$ cat config.mk
export PLATFORM = sky130hd
export DESIGN_NAME = tkls_ram
export DESIGN_NICKNAME = d
export VERILOG_FILES = /design/src/rtl/tkls_ram.sv
export SDC_FILE = /design/constraint.sdc
export NUM_CORES = 1
export LEC_CHECK = 0
export BUFFER_PORTS_ARGS = -buffer_cell sky130_fd_sc_hd__buf_2
export CORE_MARGIN = 4
export CORE_UTILIZATION = 50
export CTS_CLUSTER_SIZE = 10
export DETAILED_ROUTE_END_ITERATION = 12
export GPL_TIMING_DRIVEN = 0
export PLACE_DENSITY = 0.7
export SLEW_MARGIN = 20
export SYNTH_ARGS = -nofsm -noshare
export SYNTH_HDL_FRONTEND = slang
export SYNTH_SLANG_ARGS = --single-unit
$ cat constraint.sdc
create_clock -name clk -period 3.5 [get_ports clk]
set_input_delay 0.35 -clock clk [delete_from_list [all_inputs] [get_ports clk]]
set_output_delay 0.35 -clock clk [all_outputs]
set_load 0.01 [all_outputs]
$ cat src/rtl/tkls_ram.sv
// Simple dual-port RAM: one write port, one read port with registered data.
// No dependencies.
`timescale 1ns / 1ps
module tkls_ram #(
  parameter int WIDTH = 8,
  parameter int DEPTH = 16
) (
  input  logic                     clk,
  input  logic                     we,
  input  logic [$clog2(DEPTH)-1:0] wa,
  input  logic [WIDTH-1:0]         wd,
  input  logic [$clog2(DEPTH)-1:0] ra,
  output logic [WIDTH-1:0]         rq
);

  logic [WIDTH-1:0] mem [DEPTH];

  always_ff @(posedge clk) begin
    if (we) begin
      mem[wa] <= wd;
    end
    rq <= mem[ra];
  end

endmodule

==> run_results.csv <==
group,metric,value,unit
status,run_status,"finished, final reports clean",
placement,placed_cell_area,5450,sq um
yosys,synthDistinctLibCells,19,
yosys,area_leader_netlist,"edfxtp_1",
finish,final_design_area_no_fill,6010,sq um
worst_setup_path,setup.worst_path.start,"wa[2]",
job,max_cap_violations,0,
grt,grt_pass1_wl,15000,um
worst_hold_path,worst_min_delay_path_category,"primary input to flip-flop",
floorplanning,boundaryPins,26,
clock_network,clk_latency,0.51,ns
drt,drt_first_pass_iters,4,
worst_setup_path,critPathMaxFanout,8,
worst_setup_path,slowest_delay,0.62,ns
placement,finalWeightedCongestion,0.738,
placement,placed_instances,386,
yosys,syn-mean-instance-area,22.5,sq um
timing,finClkSkew,0.0103,ns
finish,layout-drive-gt1-share,0.302,
power,power_leakage,2.00,nW
timing,timing_worst_slew_pin_value,0.801,ns
yosys,syn-instance-count,229,
clock_network,cts_inserted_buffers,17,
drt,totalWireLength,9810,um
finish,num-nets-final,290,
grt,overall_track_demand_over_capacity_in_global_routing,0.184,
clock_network,cts.htree.levels,4,
finish,layout.cells.most_common_list,"edfxtp_1 (128), buf_2 (27), mux4_2 (18)",
yosys,synthesis.area,5150,sq um
drt,vias_per_cell,5.71,
timing,total_neg_setup_slack,0,ns
yosys,synth_area_leaders,"edfxtp_1 (75%), mux4_2 (7.9%), mux4_1 (7.1%)",
yosys,ys.warnings.count,0,
timing,max_freq,667,MHz
clock_network,ctsHoldBuffers,0,
worst_setup_path,worst_ep_arrival_time,1.63,ns
power,power_per_cell_area,606,nW/um^2
power,worst_vdd_drop,0.000329,V
floorplanning,die_height,109,um
floorplanning,placeableCoreArea,9910,sq um
finish,areaGrowthSynthToFinish,16.7,%
worst_setup_path,timing.critical_path.cells,"buf_2 > or3b_2 > nor3_2",
drt,post_drt_wl_per_cell,23.5,um
timing,slew_headroom,0.464,
timing,finalCritPeriodShare,0.429,
worst_setup_path,slowest_stage,"nor3_2",
floorplanning,fp.dieW,109,um
timing,finalSetupViolations,0,
worst_setup_path,r2r-start,"mem[9][5]",
floorplanning,floorplan.die_area,12000,sq um
worst_setup_path,crit_type,"primary input to flip-flop",
clock_network,post_cts.resized_instances,0,
floorplanning,start_util,0.519,
worst_setup_path,worst_ep_required_time,3.63,ns
clock_network,clock-root-buffer,"clkbuf_8",
drt,drt-initial-drc-count,181,
grt,via_count_of_the_first_global_routing_pass,2461,
timing,final-max-slew-violation-count,0,
clock_network,cts_tree,"yes",
finish,layoutNonFillerInstCount,418,
clock_network,post_cts.repair.setup_buffers,0,
drt,post-route-drc-count,0,
clock_network,cts_clock_pin_slew_for_the_worst_setup_and_hold_paths,0.06,ns
floorplanning,rows,36,
placement,io_buffers,24,
yosys,postSynthRegisterBits,136,
timing,post-route-min-period,1.50,ns
yosys,ys_seq_area_frac,0.778,
grt,grt_antenna_before_repair,0,
finish,final_util,0.606,
grt,grt_start_max_net_pins,17,
finish,final_common_cell,"edfxtp_1",
yosys,syn-num-nets,247,
finish,antenna-diode-count,0,
yosys,yosysTopAreaCellShare,0.747,
clock_network,clkSinkCount,136,
timing,rsz0062_at_grt,"false",
drt,vias,2386,
worst_setup_path,timing.critical_path.to_type,"flip-flop",
clock_network,clock_tree.buffer_depth,2,
worst_hold_path,worstHoldStart,"wd[5]",
drt,post_drt_antenna_nets,0,
timing,count_of_final_hold_check_violations,0,
grt,global_route.overflow_total,0,
placement,dpl.hpwl,6070,um
worst_setup_path,worstSetupStartpointType,"primary input",
area by class of cell:
class,count,area [sq um]
tap,133,166
multi-input combinational,83,1080
fill,699,3900
clock buffer,18,418
clock inverter,14,134
sequential,136,4000
buffer,10,86.3
timing repair buffer,24,120
path summary, 6_finish.rpt:
kind	depth (start not counted)	slack [ns]	end
max	3	2.00	mem[0][3]
min	1	0.24	mem[14][5]
max reg2reg	3	2.07	rq[5]
min reg2reg	3	0.69	rq[0]
layer usage:
layer | up-vias | share of wire | track usage
li1 | 1061 | - | -
met1 | 1229 | 0.43 | 0.261
met2 | 85 | 0.49 | 0.275
met3 | 11 | 0.064 | 0.0523
met4 | 0 | 0.014 | 0.0659
met5 | - | 0 | 0
synthesized netlist by cell type:
cell             number
a22oi_1              16
and2_1                1
and2b_1               1
buf_2                 3
buf_4                 1
buf_6                 3
clkdlybuf4s25_2       3
dfxtp_1               8
edfxtp_1            128
mux4_1               14
mux4_2               18
nand2_1               9
nand2b_1              2
nand3_1               1
nand3b_1              2
nor2_1               13
nor2b_1               1
nor3_1                4
or3b_2                1
report_power, final:
part / internal [mW] / total, mW / switching (mW) / leakage, nW
Clock: 1.00 / 1.63 / 0.633 / 0.257
Combinational: 0.0725 / 0.177 / 0.105 / 0.520
Sequential: 1.82 / 1.83 / 0.00845 / 1.22
cell families after synthesis:
logic type,count (synthesis),share of synthesized area
DFF,136,0.778
AOI/OAI and AO/OA,16,0.0233
buffers and inverters,10,0.0168
and+or+nand+nor,35,0.0318
muxes,32,0.150
through the flow:
| step | power (mW) | worst slack, ns | hold WS, ns |
|---|---|---|---|
| detailed placement | 2.04 | 1.46 | 0.683 |
| global placement | 2.03 | 1.12 | 0.667 |
| floorplan | 1.96 | 1.66 | 0.449 |
| global route | 3.76 | 1.94 | 0.230 |
| CTS | 3.66 | 1.99 | 0.217 |
| finish | 3.64 | 2.00 | 0.237 |
worst max-delay path, delay by kind of cell:
family	cells	cell delay (ns)
simple gates	2	1.16
buf+inv	1	0.12
flip-flops by register name, indices dropped and copies added (netlist names):
name,flops
mem,128
rq,8
Note: power is estimated with default switching activity, not from simulation.
